==> config.mk <==
export PLATFORM = sky130hd
export DESIGN_NAME = bank_switch_mapper_scanline_irq
export DESIGN_NICKNAME = d
export VERILOG_FILES = /design/src/bsmsi_pkg.sv /design/src/bsmsi_mod.sv /design/src/bsmsi_dp.sv /design/src/bsmsi_ctrl.sv /design/src/bank_switch_mapper_scanline_irq.sv
export SDC_FILE = /design/constraint.sdc
export NUM_CORES = 1
export LEC_CHECK = 0
export BUFFER_PORTS_ARGS = -buffer_cell sky130_fd_sc_hd__buf_4
export CELL_PAD_IN_SITES_DETAIL_PLACEMENT = 1
export CELL_PAD_IN_SITES_GLOBAL_PLACEMENT = 1
export CORE_MARGIN = 1
export CORE_UTILIZATION = 52
export DETAILED_ROUTE_END_ITERATION = 7
export PLACE_DENSITY_LB_ADDON = 0.1
export SLEW_MARGIN = 20
export SYNTH_ARGS = -nofsm -noshare
export SYNTH_HDL_FRONTEND = slang
export SYNTH_SLANG_ARGS = --single-unit
==> constraint.sdc <==
create_clock -name i_clk -period 7.29 [get_ports i_clk]
set_input_delay 1.458 -clock i_clk [delete_from_list [all_inputs] [get_ports i_clk]]
set_output_delay 1.458 -clock i_clk [all_outputs]
set_load 0.005 [all_outputs]
==> src/bsmsi_pkg.sv <==
// Shared types and constants for the bank switching mapper with scanline IRQ.
// Holds access kind codes, register indexes and the controller/datapath structs.
// No dependencies.
package bsmsi_pkg;

    localparam int MODE_W     = 3;
    localparam int ADDR_W     = 16;
    localparam int DATA_W     = 8;
    localparam int MAP_W      = 21;
    localparam int PRG_UNIT_W = 8;
    localparam int CHR_UNIT_W = 6;
    localparam int CFG_IDX_W  = 2;
    localparam int CFG_DATA_W = 8;
    localparam int DIVISOR_W  = 9;

    // Remainder unit retires two dividend bits per cycle.
    localparam int DIV_STEPS  = 4;
    localparam int DIV_CNT_W  = $clog2(DIV_STEPS);

    localparam logic [MODE_W-1:0] MODE_CPU_RD = 3'd0;
    localparam logic [MODE_W-1:0] MODE_CPU_WR = 3'd1;
    localparam logic [MODE_W-1:0] MODE_GFX_RD = 3'd2;
    localparam logic [MODE_W-1:0] MODE_GFX_WR = 3'd3;
    localparam logic [MODE_W-1:0] MODE_SCAN   = 3'd4;

    localparam logic [CFG_IDX_W-1:0] REG_PRG_UNITS = 2'd0;
    localparam logic [CFG_IDX_W-1:0] REG_CHR_UNITS = 2'd1;

    // CPU write register groups, selected by address bits 14:13.
    localparam logic [1:0] GRP_BANK   = 2'd0;
    localparam logic [1:0] GRP_MIRROR = 2'd1;
    localparam logic [1:0] GRP_IRQCNT = 2'd2;
    localparam logic [1:0] GRP_IRQEN  = 2'd3;

    typedef struct packed {
        logic accept;
        logic start;
        logic load;
    } t_cmd;

    typedef struct packed {
        logic div_done;
        logic out_free;
    } t_status;

endpackage

==> src/bsmsi_mod.sv <==
// Iterative remainder unit: 8-bit dividend modulo a 9-bit divisor.
// Restoring method, two bits per cycle. Depends on bsmsi_pkg.
module bsmsi_mod (
    input  logic                            i_clk,
    input  logic                            i_rst_n,
    input  logic                            i_start,
    input  logic [bsmsi_pkg::DATA_W-1:0]    i_dividend,
    input  logic [bsmsi_pkg::DIVISOR_W-1:0] i_divisor,
    output logic                            o_done,
    output logic [bsmsi_pkg::DIVISOR_W-1:0] o_rem
);
    import bsmsi_pkg::*;

    logic                 r_busy;
    logic [DIV_CNT_W-1:0] r_cnt;
    logic [DIVISOR_W-1:0] r_rem;
    logic [DIVISOR_W-1:0] r_dsr;
    logic [DATA_W-1:0]    r_dvd;
    logic [DIVISOR_W-1:0] s1;
    logic [DIVISOR_W-1:0] s2;

    // One restoring step. The partial remainder stays below the divisor, so it fits.
    function automatic logic [DIVISOR_W-1:0] rem_step(input logic [DIVISOR_W-1:0] rem,
                                                      input logic              dbit,
                                                      input logic [DIVISOR_W-1:0] dsr);
        logic [DIVISOR_W:0] t;
        logic [DIVISOR_W:0] d;
        t = {rem, dbit};
        d = {1'b0, dsr};
        if (t >= d) begin
            t = t - d;
        end
        return t[DIVISOR_W-1:0];
    endfunction

    assign s1     = rem_step(r_rem, r_dvd[DATA_W-1], r_dsr);
    assign s2     = rem_step(s1, r_dvd[DATA_W-2], r_dsr);
    assign o_done = r_busy && (r_cnt == DIV_CNT_W'(DIV_STEPS - 1));
    assign o_rem  = r_rem;

    always_ff @(posedge i_clk) begin
        if (!i_rst_n) begin
            r_busy <= 1'b0;
            r_cnt  <= '0;
        end else if (i_start) begin
            r_busy <= 1'b1;
            r_cnt  <= '0;
        end else if (r_busy) begin
            r_cnt <= r_cnt + 1'b1;
            if (o_done) begin
                r_busy <= 1'b0;
            end
        end
    end

    always_ff @(posedge i_clk) begin
        if (i_start) begin
            r_rem <= '0;
            r_dvd <= i_dividend;
            r_dsr <= i_divisor;
        end else if (r_busy) begin
            r_rem <= s2;
            r_dvd <= {r_dvd[DATA_W-3:0], 2'b00};
        end
    end

    a_start_busy: assert property (@(posedge i_clk) disable iff (!i_rst_n)
        i_start |=> r_busy)
        else $error("remainder unit did not start");
    a_busy_holds: assert property (@(posedge i_clk) disable iff (!i_rst_n)
        (r_busy && !o_done && !i_start) |=> r_busy)
        else $error("remainder unit stopped early");

endmodule

==> src/bsmsi_dp.sv <==
// Datapath of the mapper: configuration, mapper registers, IRQ counter,
// window operand selection, remainder unit and the result register. Uses bsmsi_pkg.
module bsmsi_dp (
    input  logic                             i_clk,
    input  logic                             i_rst_n,
    input  bsmsi_pkg::t_cmd                  i_cmd,
    output bsmsi_pkg::t_status               o_status,
    input  logic [bsmsi_pkg::MODE_W-1:0]     i_mode,
    input  logic [bsmsi_pkg::ADDR_W-1:0]     i_bus_addr,
    input  logic [bsmsi_pkg::DATA_W-1:0]     i_write_data,
    input  logic                             i_cfg_we,
    input  logic [bsmsi_pkg::CFG_IDX_W-1:0]  i_cfg_index,
    input  logic [bsmsi_pkg::CFG_DATA_W-1:0] i_cfg_data,
    input  logic                             i_out_ready,
    output logic                             o_out_valid,
    output logic                             o_handled,
    output logic [bsmsi_pkg::MAP_W-1:0]      o_mapped_addr,
    output logic                             o_irq_line,
    output logic                             o_mirror_horizontal,
    output logic                             o_prg_ram_on
);
    import bsmsi_pkg::*;

    // Configuration.
    logic [PRG_UNIT_W-1:0] r_prg_units;
    logic [CHR_UNIT_W-1:0] r_chr_units;

    // Mapper registers.
    logic [2:0]        r_select;
    logic              r_swap;
    logic              r_invert;
    logic [DATA_W-1:0] r_bank [8];
    logic              r_mirror;
    logic              r_ram_en;
    logic              r_irq_en;
    logic              r_reload;
    logic [7:0]        r_reload_val;
    logic [7:0]        r_line;
    logic              r_irq;

    // Latched item.
    logic [MODE_W-1:0] r_mode;
    logic [ADDR_W-1:0] r_addr;

    // Result register.
    logic              r_out_valid;
    logic              r_out_handled;
    logic [MAP_W-1:0]  r_out_addr;
    logic              r_out_irq;
    logic              r_out_mirror;
    logic              r_out_ram;

    logic [7:0]           n_line;
    logic                 cpu_wr;
    logic                 scan;
    logic [PRG_UNIT_W-1:0] units_eff;
    logic [DIVISOR_W-1:0] prg_div;
    logic [DIVISOR_W-1:0] chr_div;
    logic [7:0]           prg_last;
    logic [7:0]           prg_second;
    logic [2:0]           chr_slot;
    logic                 use_pair;
    logic [2:0]           bank_idx;
    logic [DATA_W-1:0]    bank_rd;
    logic [DATA_W-1:0]    dividend;
    logic [DIVISOR_W-1:0] divisor;
    logic                 div_done;
    logic [DIVISOR_W-1:0] rem;
    logic [1:0]           prg_slot;
    logic                 prg_switched;
    logic [7:0]           prg_win;
    logic                 n_handled;
    logic [MAP_W-1:0]     n_mapped;
    logic                 gfx_range;

    // Window divisors; a zero PRG count acts as one unit, a zero CHR count as eight windows.
    assign units_eff  = (r_prg_units == '0) ? PRG_UNIT_W'(1) : r_prg_units;
    assign prg_div    = {units_eff, 1'b0};
    assign prg_last   = {units_eff[6:0], 1'b0} - 8'd1;
    assign prg_second = {units_eff[6:0], 1'b0} - 8'd2;
    assign chr_div    = (r_chr_units == '0) ? DIVISOR_W'(8) : {r_chr_units, 3'b000};

    // Operand selection for the one window the latched access needs.
    assign chr_slot = r_addr[12:10];
    assign use_pair = (chr_slot[2] == r_invert);
    assign prg_slot = r_addr[14:13];
    always_comb begin
        if (r_mode == MODE_CPU_RD) begin
            bank_idx = (prg_slot == 2'd1) ? 3'd7 : 3'd6;
        end else if (use_pair) begin
            bank_idx = {2'b00, chr_slot[1]};
        end else begin
            bank_idx = {1'b0, chr_slot[1:0]} + 3'd2;
        end
    end
    assign bank_rd = r_bank[bank_idx];
    always_comb begin
        if (r_mode == MODE_CPU_RD) begin
            dividend = bank_rd;
            divisor  = prg_div;
        end else begin
            dividend = use_pair ? {bank_rd[7:1], chr_slot[0]} : bank_rd;
            divisor  = chr_div;
        end
    end

    bsmsi_mod u_mod (
        .i_clk      (i_clk),
        .i_rst_n    (i_rst_n),
        .i_start    (i_cmd.start),
        .i_dividend (dividend),
        .i_divisor  (divisor),
        .o_done     (div_done),
        .o_rem      (rem)
    );

    // Result formation from the finished remainder.
    assign prg_switched = (prg_slot == 2'd1) || ((prg_slot == 2'd0) && !r_swap) ||
                          ((prg_slot == 2'd2) && r_swap);
    assign prg_win      = prg_switched ? rem[7:0] :
                          ((prg_slot == 2'd3) ? prg_last : prg_second);
    assign gfx_range    = (r_addr[15:13] == 3'b000);
    always_comb begin
        n_handled = 1'b0;
        n_mapped  = '0;
        case (r_mode)
            MODE_CPU_RD: begin
                n_handled = r_addr[15];
                if (r_addr[15]) begin
                    n_mapped = {prg_win, r_addr[12:0]};
                end
            end
            MODE_CPU_WR: begin
                n_handled = r_addr[15];
            end
            MODE_GFX_RD: begin
                n_handled = gfx_range;
                if (gfx_range) begin
                    if (r_chr_units == '0) begin
                        n_mapped = MAP_W'(r_addr);
                    end else begin
                        n_mapped = MAP_W'({rem[7:0], r_addr[9:0]});
                    end
                end
            end
            MODE_GFX_WR: begin
                if (gfx_range && (r_chr_units == '0)) begin
                    n_handled = 1'b1;
                    n_mapped  = MAP_W'(r_addr);
                end
            end
            default: begin
                n_handled = 1'b0;
            end
        endcase
    end

    // Side effects of the accepted item.
    assign cpu_wr = i_cmd.accept && (i_mode == MODE_CPU_WR) && i_bus_addr[15];
    assign scan   = i_cmd.accept && (i_mode == MODE_SCAN);
    assign n_line = ((r_line == 8'd0) || r_reload) ? r_reload_val : (r_line - 8'd1);

    always_ff @(posedge i_clk) begin
        if (!i_rst_n) begin
            r_prg_units  <= PRG_UNIT_W'(2);
            r_chr_units  <= CHR_UNIT_W'(1);
            r_select     <= '0;
            r_swap       <= 1'b0;
            r_invert     <= 1'b0;
            for (int k = 0; k < 8; k++) begin
                r_bank[k] <= '0;
            end
            r_mirror     <= 1'b1;
            r_ram_en     <= 1'b1;
            r_irq_en     <= 1'b0;
            r_reload     <= 1'b0;
            r_reload_val <= '0;
            r_line       <= '0;
            r_irq        <= 1'b0;
        end else begin
            if (i_cfg_we) begin
                case (i_cfg_index)
                    REG_PRG_UNITS: r_prg_units <= i_cfg_data;
                    REG_CHR_UNITS: r_chr_units <= i_cfg_data[CHR_UNIT_W-1:0];
                    default: ;
                endcase
            end
            if (cpu_wr) begin
                case (i_bus_addr[14:13])
                    GRP_BANK: begin
                        if (!i_bus_addr[0]) begin
                            r_select <= i_write_data[2:0];
                            r_swap   <= i_write_data[6];
                            r_invert <= i_write_data[7];
                        end else begin
                            r_bank[r_select] <= i_write_data;
                        end
                    end
                    GRP_MIRROR: begin
                        if (!i_bus_addr[0]) begin
                            r_mirror <= i_write_data[0];
                        end else begin
                            r_ram_en <= i_write_data[7];
                        end
                    end
                    GRP_IRQCNT: begin
                        if (!i_bus_addr[0]) begin
                            r_reload_val <= i_write_data;
                        end else begin
                            r_line   <= '0;
                            r_reload <= 1'b1;
                        end
                    end
                    GRP_IRQEN: begin
                        if (!i_bus_addr[0]) begin
                            r_irq_en <= 1'b0;
                            r_irq    <= 1'b0;
                        end else begin
                            r_irq_en <= 1'b1;
                        end
                    end
                    default: ;
                endcase
            end
            if (scan) begin
                r_line   <= n_line;
                r_reload <= 1'b0;
                if ((n_line == 8'd0) && r_irq_en) begin
                    r_irq <= 1'b1;
                end
            end
        end
    end

    always_ff @(posedge i_clk) begin
        if (i_cmd.accept) begin
            r_mode <= i_mode;
            r_addr <= i_bus_addr;
        end
    end

    always_ff @(posedge i_clk) begin
        if (!i_rst_n) begin
            r_out_valid <= 1'b0;
        end else if (i_cmd.load) begin
            r_out_valid <= 1'b1;
        end else if (i_out_ready) begin
            r_out_valid <= 1'b0;
        end
    end

    always_ff @(posedge i_clk) begin
        if (i_cmd.load) begin
            r_out_handled <= n_handled;
            r_out_addr    <= n_mapped;
            r_out_irq     <= r_irq;
            r_out_mirror  <= r_mirror;
            r_out_ram     <= r_ram_en;
        end
    end

    assign o_status.div_done   = div_done;
    assign o_status.out_free   = !r_out_valid || i_out_ready;
    assign o_out_valid         = r_out_valid;
    assign o_handled           = r_out_handled;
    assign o_mapped_addr       = r_out_addr;
    assign o_irq_line          = r_out_irq;
    assign o_mirror_horizontal = r_out_mirror;
    assign o_prg_ram_on        = r_out_ram;

    a_load_free: assert property (@(posedge i_clk) disable iff (!i_rst_n)
        i_cmd.load |-> (!r_out_valid || i_out_ready))
        else $error("result loaded over an untaken result");
    a_line_dec: assert property (@(posedge i_clk) disable iff (!i_rst_n)
        (scan && (r_line != 8'd0) && !r_reload) |=> (r_line == $past(r_line) - 8'd1))
        else $error("scanline counter did not decrement");

endmodule

==> src/bsmsi_ctrl.sv <==
// Controller of the mapper: sequences accept, window remainder and result load.
// Drives the datapath through t_cmd and watches t_status. Uses bsmsi_pkg.
module bsmsi_ctrl (
    input  logic                 i_clk,
    input  logic                 i_rst_n,
    input  logic                 i_in_valid,
    output logic                 o_in_ready,
    output bsmsi_pkg::t_cmd      o_cmd,
    input  bsmsi_pkg::t_status   i_status
);
    import bsmsi_pkg::*;

    localparam logic [1:0] S_IDLE  = 2'd0;
    localparam logic [1:0] S_SETUP = 2'd1;
    localparam logic [1:0] S_WAIT  = 2'd2;
    localparam logic [1:0] S_DONE  = 2'd3;

    logic [1:0] r_state;
    logic [1:0] n_state;

    always_comb begin
        n_state = r_state;
        case (r_state)
            S_IDLE:  if (i_in_valid) n_state = S_SETUP;
            S_SETUP: n_state = S_WAIT;
            S_WAIT:  if (i_status.div_done) n_state = S_DONE;
            S_DONE:  if (i_status.out_free) n_state = S_IDLE;
            default: n_state = S_IDLE;
        endcase
    end

    always_ff @(posedge i_clk) begin
        if (!i_rst_n) begin
            r_state <= S_IDLE;
        end else begin
            r_state <= n_state;
        end
    end

    assign o_in_ready   = (r_state == S_IDLE);
    assign o_cmd.accept = (r_state == S_IDLE) && i_in_valid;
    assign o_cmd.start  = (r_state == S_SETUP);
    assign o_cmd.load   = (r_state == S_DONE) && i_status.out_free;

    a_done_in_wait: assert property (@(posedge i_clk) disable iff (!i_rst_n)
        i_status.div_done |-> (r_state == S_WAIT))
        else $error("remainder finished outside the wait state");

endmodule

==> src/bank_switch_mapper_scanline_irq.sv <==
// An accepted item passes the setup, remainder wait and result load states; the
// next item is accepted only after that load, which waits while the output side
// holds an untaken result. The two-bit-per-cycle remainder unit computes the window.
// Reset: synchronous, active low; mapper registers, IRQ counter and configuration
// return to their power-on values at once, with no clearing pass.
module bank_switch_mapper_scanline_irq (
    input  logic                             i_clk,
    input  logic                             i_rst_n,
    // Input item channel.
    input  logic                             i_in_valid,
    output logic                             o_in_ready,
    input  logic [bsmsi_pkg::MODE_W-1:0]     i_mode,
    input  logic [bsmsi_pkg::ADDR_W-1:0]     i_bus_addr,
    input  logic [bsmsi_pkg::DATA_W-1:0]     i_write_data,
    // Result channel.
    output logic                             o_out_valid,
    input  logic                             i_out_ready,
    output logic                             o_handled,
    output logic [bsmsi_pkg::MAP_W-1:0]      o_mapped_addr,
    output logic                             o_irq_line,
    output logic                             o_mirror_horizontal,
    output logic                             o_prg_ram_on,
    // Configuration write channel.
    input  logic                             i_cfg_valid,
    output logic                             o_cfg_ready,
    input  logic [bsmsi_pkg::CFG_IDX_W-1:0]  i_cfg_index,
    input  logic [bsmsi_pkg::CFG_DATA_W-1:0] i_cfg_data
);
    import bsmsi_pkg::*;

    // The controller owns sequencing only; every register of the mapper lives
    // in the datapath. Window numbers are never stored: each read computes the
    // single window it needs from the current bank values and configuration,
    // which gives the same answer as recomputing all windows on every change.
    t_cmd    cmd;
    t_status status;

    // Always taken; the user sends configuration transactions only while idle.
    assign o_cfg_ready = 1'b1;

    bsmsi_ctrl u_ctrl (
        .i_clk      (i_clk),
        .i_rst_n    (i_rst_n),
        .i_in_valid (i_in_valid),
        .o_in_ready (o_in_ready),
        .o_cmd      (cmd),
        .i_status   (status)
    );

    // The datapath applies CPU writes and scanline clocks at acceptance, then
    // the remainder unit produces the window for reads. The result register
    // decouples the output side, so a new transaction may be accepted while
    // the previous result still waits to be taken.
    bsmsi_dp u_dp (
        .i_clk               (i_clk),
        .i_rst_n             (i_rst_n),
        .i_cmd               (cmd),
        .o_status            (status),
        .i_mode              (i_mode),
        .i_bus_addr          (i_bus_addr),
        .i_write_data        (i_write_data),
        .i_cfg_we            (i_cfg_valid),
        .i_cfg_index         (i_cfg_index),
        .i_cfg_data          (i_cfg_data),
        .i_out_ready         (i_out_ready),
        .o_out_valid         (o_out_valid),
        .o_handled           (o_handled),
        .o_mapped_addr       (o_mapped_addr),
        .o_irq_line          (o_irq_line),
        .o_mirror_horizontal (o_mirror_horizontal),
        .o_prg_ram_on        (o_prg_ram_on)
    );

endmodule
Word-level counts from Yosys, hierarchy flattened. Memory sizes are Yosys's and may differ from the RTL's. Index checks and enable logic that the tools add are counted.

Flip-flop bits (word level): 116. Memory bits (writable): 64. Output and inout bits: 28. Word-level logic and storage cells: 153. Memories kept: 1.

Memories: u_dp.r_bank (words 8, width 8, rd ports 1, clocked after Yosys merged registers in 0, write ports 8, line bsmsi_dp.sv:32) `logic [DATA_W-1:0] r_bank [8];`.

Add/sub/neg operators: 7. Order comparisons: 2. Equality and inequality tests: 20. Mux-type cells: 49. Bitwise gates (word level): 2. Reduce and logical (&&, ||, !) cells: 45.

Operator list (count): 8-bit two-way mux (11); 21-bit case mux with 3 select lines (1); 21-bit two-way mux (2); 9-bit two-way mux (4); 8-bit logical NOT (3); 1-bit two-way mux (21); 3-bit AND reduction (7); 10-bit by 9-bit greater-or-equal comparator with 1-bit output (2); 18-bit two-way mux (1); 9-bit subtractor (2); 16-bit two-way mux (1); 8-bit by 1-bit subtractor with 8-bit output (second input constant) (2); 2-bit equality test (second input constant) (7); 1-bit logical AND (10); 2-bit nonzero test (5); 3-bit two-way mux (3); 2-bit by 1-bit equality test with 1-bit output (second input constant) (4); 2-bit logical NOT (4); 2-bit case mux with 4 select lines (1); 8-bit OR reduction (1); 8-bit by 2-bit subtractor with 8-bit output (second input constant) (1); 3-bit by 1-bit equality test with 1-bit output (second input constant) (2); 3-bit by 2-bit equality test with 1-bit output (second input constant) (2); 3-bit logical NOT (2); other kinds (14) (26).

Longest topological paths before layout.
Depth after elaboration: 9. Gate-level depth with buffers: 16.

Hierarchy. A second synthesis with hierarchy kept.

Cell total of the unflattened synthesis: 850. Area, all modules: 9221.3 um2.

Modules (own cells, without submodules): bsmsi_dp (instances 1, cells each 619, area an instance 6926.6 um2); bsmsi_mod (instances 1, cells each 208, area an instance 2102.0 um2); bsmsi_ctrl (instances 1, cells each 21, area an instance 181.4 um2); bank_switch_mapper_scanline_irq (instances 1, cells each 2, area an instance 11.3 um2).

Worst setup path before layout. OpenSTA, ideal clock, no wires.

Kind: reg2reg. Start: register u_dp.u_mod.r_dsr[2]. End: register u_dp.u_mod.r_rem[3] (netlist: u_dp.u_mod.o_rem[3]). Arrival time: 3.284 ns. Slack: 3.884 ns. Stages on the path, launching flop included: 16. Path buffers: 0. Clock period less this slack: 3.406 ns. Cell sequence: edfxtp_1 > inv_1 > ha_1 > nand2b_1 > a21oi_1 > o31ai_2 > nand2_1 > a21oi_1 > ha_1 > nor2b_1 > o21ai_0 > a21oi_1 > o21ai_0 > nand4_1 > and4_1 > a311o_1.

Word-level cells in the longest chain between the ends: 4. Elaborated cells between the ends (all ways): 6. Those cells by class: add/sub: 2; order compare: 2; mux: 2.

Ends and longest elaborated chain: from (decl) (line bsmsi_mod.sv:17) `logic [DIVISOR_W-1:0] r_dsr;`; from (signal assigned) (line bsmsi_mod.sv:60) `r_dsr <= i_divisor;`; 9-bit subtractor / 10-bit by 9-bit greater-or-equal comparator with 1-bit output (equally long branches) (line bsmsi_mod.sv:31, bsmsi_mod.sv:30); 9-bit two-way mux (line bsmsi_mod.sv:30) `if (t >= d) begin`; 9-bit subtractor / 10-bit by 9-bit greater-or-equal comparator with 1-bit output (equally long branches) (line bsmsi_mod.sv:31, bsmsi_mod.sv:30); 9-bit two-way mux (*) (line bsmsi_mod.sv:30); to (signal assigned) (line bsmsi_mod.sv:58) `r_rem <= '0;`; to (signal assigned) (line bsmsi_mod.sv:62) `r_rem <= s2;`; to (decl) (line bsmsi_mod.sv:16) `logic [DIVISOR_W-1:0] r_rem;`.

Every way passes the cells marked *; elsewhere a longest branch is shown, timed or not. A chain may end at the register's enable or synchronous reset.

Worst setup path in the final report. Same ends and word-level chain as after synthesis.

==> flow_summary_export.csv <==
group,metric,value,unit
setup_path,cpLargestDelayFamily,"compound AO/OA/AOI/OAI gates",
synth,ys_seq_area_frac,0.543,
sta,finalSetupViolations,0,
sta,clock.fmax,0.218,GHz
synth,synth_fa_ha_area_frac,0.0388,
worst_hold_path,worstHoldStart,"u_dp.r_mirror",
global_route,grt-ovfl-total,0,
synth,synthXorXnorAreaFrac,0.0180,
synth,yosys_warnings,0,
finish,syn_to_final_growth,15.4,%
floorplanning,core_area,16500,µm²
sta,fin_ws,2.70,ns
global_route,grt.total_usage,0.273,
setup_path,end_kind,"flop",
sta,worstMarginPinSlew,0.975,ns
synth,synthMuxAreaShare,0.0734,
setup_path,crit_top_cell,"a21oi_1",
detailed_routing,wirelength,22900,µm
synth,syn_avg_cell_area,11.2,µm²
synth,synth.distinct_cells,72,
setup_path,max_stage_delay,0.58,ns
synth,syn-num-nets,849,
synth,synth-async-reset-ratio,0,
setup_path,path_buf_inv,1,
worst_hold_path,whs_endpoint,"u_dp.o_mirror_horizontal",
sta,finalSetupTns,0,ns
synth,synth_top_area_frac,0.417,
detailed_routing,vias,6348,
run,maxCapViolations,0,
setup_path,r2r_cells,15,
clock_network,cts_hold_buf,0,
clock_network,cts_buffer_depth,2,
floorplanning,num_rows,47,
clock_network,clk_latency,0.43,ns
sta,finClkSkew,0.00839,ns
status,status,"finished, final reports clean",
detailed_routing,drt_first_pass_iters,4,
floorplanning,pin_count,70,
synth,synth_top_family_by_area,"simple AND/OR/NAND/NOR gates",
finish,drive_gt1_frac,0.155,
synth,synthCells,781,
floorplanning,start_util,0.531,
worst_hold_path,min_path_type,"flop to flop",
setup_path,rrSetupSlack,2.70,ns
finish,regArea,4760,µm²
sta,slew_headroom,0.344,
setup_path,r2r-start,"u_dp.u_mod.r_dsr[2]",
synth,synth-simple-area-share,0.183,
detailed_routing,ant_nets,0,
setup_path,crit_type,"flop to flop",
sta,rsz0062_at_grt,"no",
clock_network,postCtsResizedCells,0,
detailed_routing,drc,0,
synth,synth.most_common_cell,"edfxtp_1",
synth,synth_flop_cell,"edfxtp_1",
global_route,grt_pass1_wl,36300,µm
sta,period_share,0.629,
clock_network,clockRootBuffer,"clkbuf_16",
clock_network,tritoncts,"done",
detailed_routing,via_per_inst,5.89,
setup_path,worstPathCellList,"inv_1 -> ha_1 -> nand2b_1 -> a21oi_1 -> o31ai_2 -> nand2_1 -> a21oi_1 -> ha_1 -> nor2b_1 -> o21ai_0 -> a21oi_1 -> o21ai_0 -> nand4_1 -> and4_1 -> a311o_1",
setup_path,critical_path.max_fanout,11,
clock_network,htree_levels,4,
finish,fin_cells,1077,
finish,nFillCells,1756,
place,hpwlAfterDp,16900,µm
synth,synth_common_cells,"edfxtp_1, and2_1, mux2i_1, nand2_1, dfxtp_1",
global_route,grt_max_degree,51,
detailed_routing,wl_per_cell,21.2,µm
setup_path,slowest_stage,"nand4_1",
global_route,antenna_found_initial,0,
floorplanning,die_w,132,µm
synth,synth_edf_count,122,
finish,num_antenna_cells,0,
synth,synthTopCellsByArea,"edfxtp_1, dfxtp_1, mux2i_1, and2_1, ha_1",
finish,multiInputGateArea,3790,µm²
pwr,ir_drop,0.000221,V
setup_path,reg2reg_to,"u_dp.u_mod.o_rem[3]",
pwr,p_leak,3.91,nW
setup_path,startpoint_type,"flop",
place,port_buffers,68,
finish,nets,912,
clock_network,clkSlewWorstSetupHoldPaths,0.07,ns
setup_path,worstPathArrival,4.91,ns
place,dpl.cell_count,1045,
sta,post-route-min-period,4.59,ns
setup_path,required,7.62,ns
clock_network,cts.sinks,177,
place,dp_slack,2.72,ns
place,gp_congestion,0.892,
floorplanning,die-area,17400,µm²
clock_network,cts-buffers-inserted,17,
sta,maxSlewViolCount,0,
synth,synth_compound_area_frac,0.117,
finish,fin_util,0.613,
global_route,first_global_vias,6872,
synth,yosys.area.top_type,"edfxtp_1",
synth,ys_ff_latch,177,
worst_hold_path,hold_depth,0,
detailed_routing,drtIter0Drc,262,
floorplanning,die_y,132,µm
synth,netlist_area,8780,µm²
sta,hold_violations,0,
pwr,p_per_area,362,nW/µm²
clock_network,post_cts_buffers,0,
[flip-flops by register name, summed over array words and instances, names as in the netlist, 2 cells and up]
signal	flops
u_dp.u_mod.r_dvd	8
u_dp.u_mod.r_cnt	2
u_dp.r_chr_units	6
u_dp.r_bank	62
u_dp.o_mapped_addr	21
u_dp.r_line	8
u_dp.r_addr	16
u_dp.r_mode	3
u_ctrl.r_state	2
u_dp.r_reload_val	8
u_dp.u_mod.o_rem	9
u_dp.u_mod.r_dsr	8
u_dp.r_prg_units	8
u_dp.r_select	3
[layout by cell type (no fill, tap or decap), drive strengths merged, types with 6 or more instances in the layout]
| cell type | n |
|---|---|
| nand2b | 14 |
| nor2b | 31 |
| nor2 | 53 |
| o2bb2ai | 6 |
| edfxtp | 122 |
| xor2 | 6 |
| a221oi | 7 |
| xnor2 | 12 |
| a21oi | 31 |
| clkbuf | 17 |
| and2 | 67 |
| nand4 | 7 |
| nor3 | 23 |
| nand2 | 60 |
| o21a | 6 |
| dfxtp | 55 |
| a211oi | 14 |
| a32o | 6 |
| mux2i | 61 |
| buf | 73 |
| o21ai | 36 |
| or3 | 6 |
| ha | 24 |
| inv | 33 |
| o31ai | 9 |
| nand3 | 8 |
[final cells by class]
type / count / area share
Clock buffer: 17 / 0.0420
Inverter: 28 / 0.0104
Sequential cell: 177 / 0.470
Multi-Input combinational cell: 547 / 0.374
Timing Repair Buffer: 73 / 0.0541
Clock inverter: 15 / 0.0220
Tap cell: 220 / 0.0272
[through the flow]
step                      cell area (µm²)  total power, mW  hold slack (ns)
final                               10100             3.67            0.430
after global routing                10100             3.83            0.444
after CTS                           10100             3.66            0.428
after floorplan                      8780             2.28            0.402
after global placement               9480             2.57            0.418
after detailed placement             9480             2.64            0.413
[how the worst max path moves through the flow]
stage | from | end | slack, ns | cells after the start
after floorplan | u_dp.u_mod.r_dsr[2] | u_dp.u_mod.o_rem[3] | 3.88 | 15
after global placement | u_dp.u_mod.r_dsr[2] | u_dp.u_mod.o_rem[3] | 3.00 | 15
after detailed placement | u_dp.u_mod.r_dsr[2] | u_dp.u_mod.o_rem[3] | 2.72 | 15
after CTS | u_dp.u_mod.r_dsr[2] | u_dp.u_mod.o_rem[3] | 2.72 | 15
after global routing | u_dp.u_mod.r_dsr[2] | u_dp.u_mod.o_rem[3] | 2.41 | 15
final | u_dp.u_mod.r_dsr[2] | u_dp.u_mod.o_rem[3] | 2.70 | 15
[routing by layer]
layer  part of all wire  routed length, µm  GRT usage
met1               0.40               9160      0.312
met2               0.53              12200      0.499
met3              0.035                802     0.0527
met4              0.031                708      0.114
met5                  0                  0          0
[power breakdown]
part	switching [mW]	total (mW)	internal, mW
logic	0.806	1.32	0.518
clock network	0.420	1.01	0.588
registers	0.109	1.34	1.23
total	1.33	3.67	2.33
[kinds of logic (layout without fill, tap and decap cells)]
family,after synthesis,count (layout)
mux,64,64
xor+xnor,18,18
buf+inv,57,133
other cells,1,1
simple gates,293,293
fa+ha+maj,26,26
flops,177,177
compound gates,145,145
(Power assumes the default switching activity.)
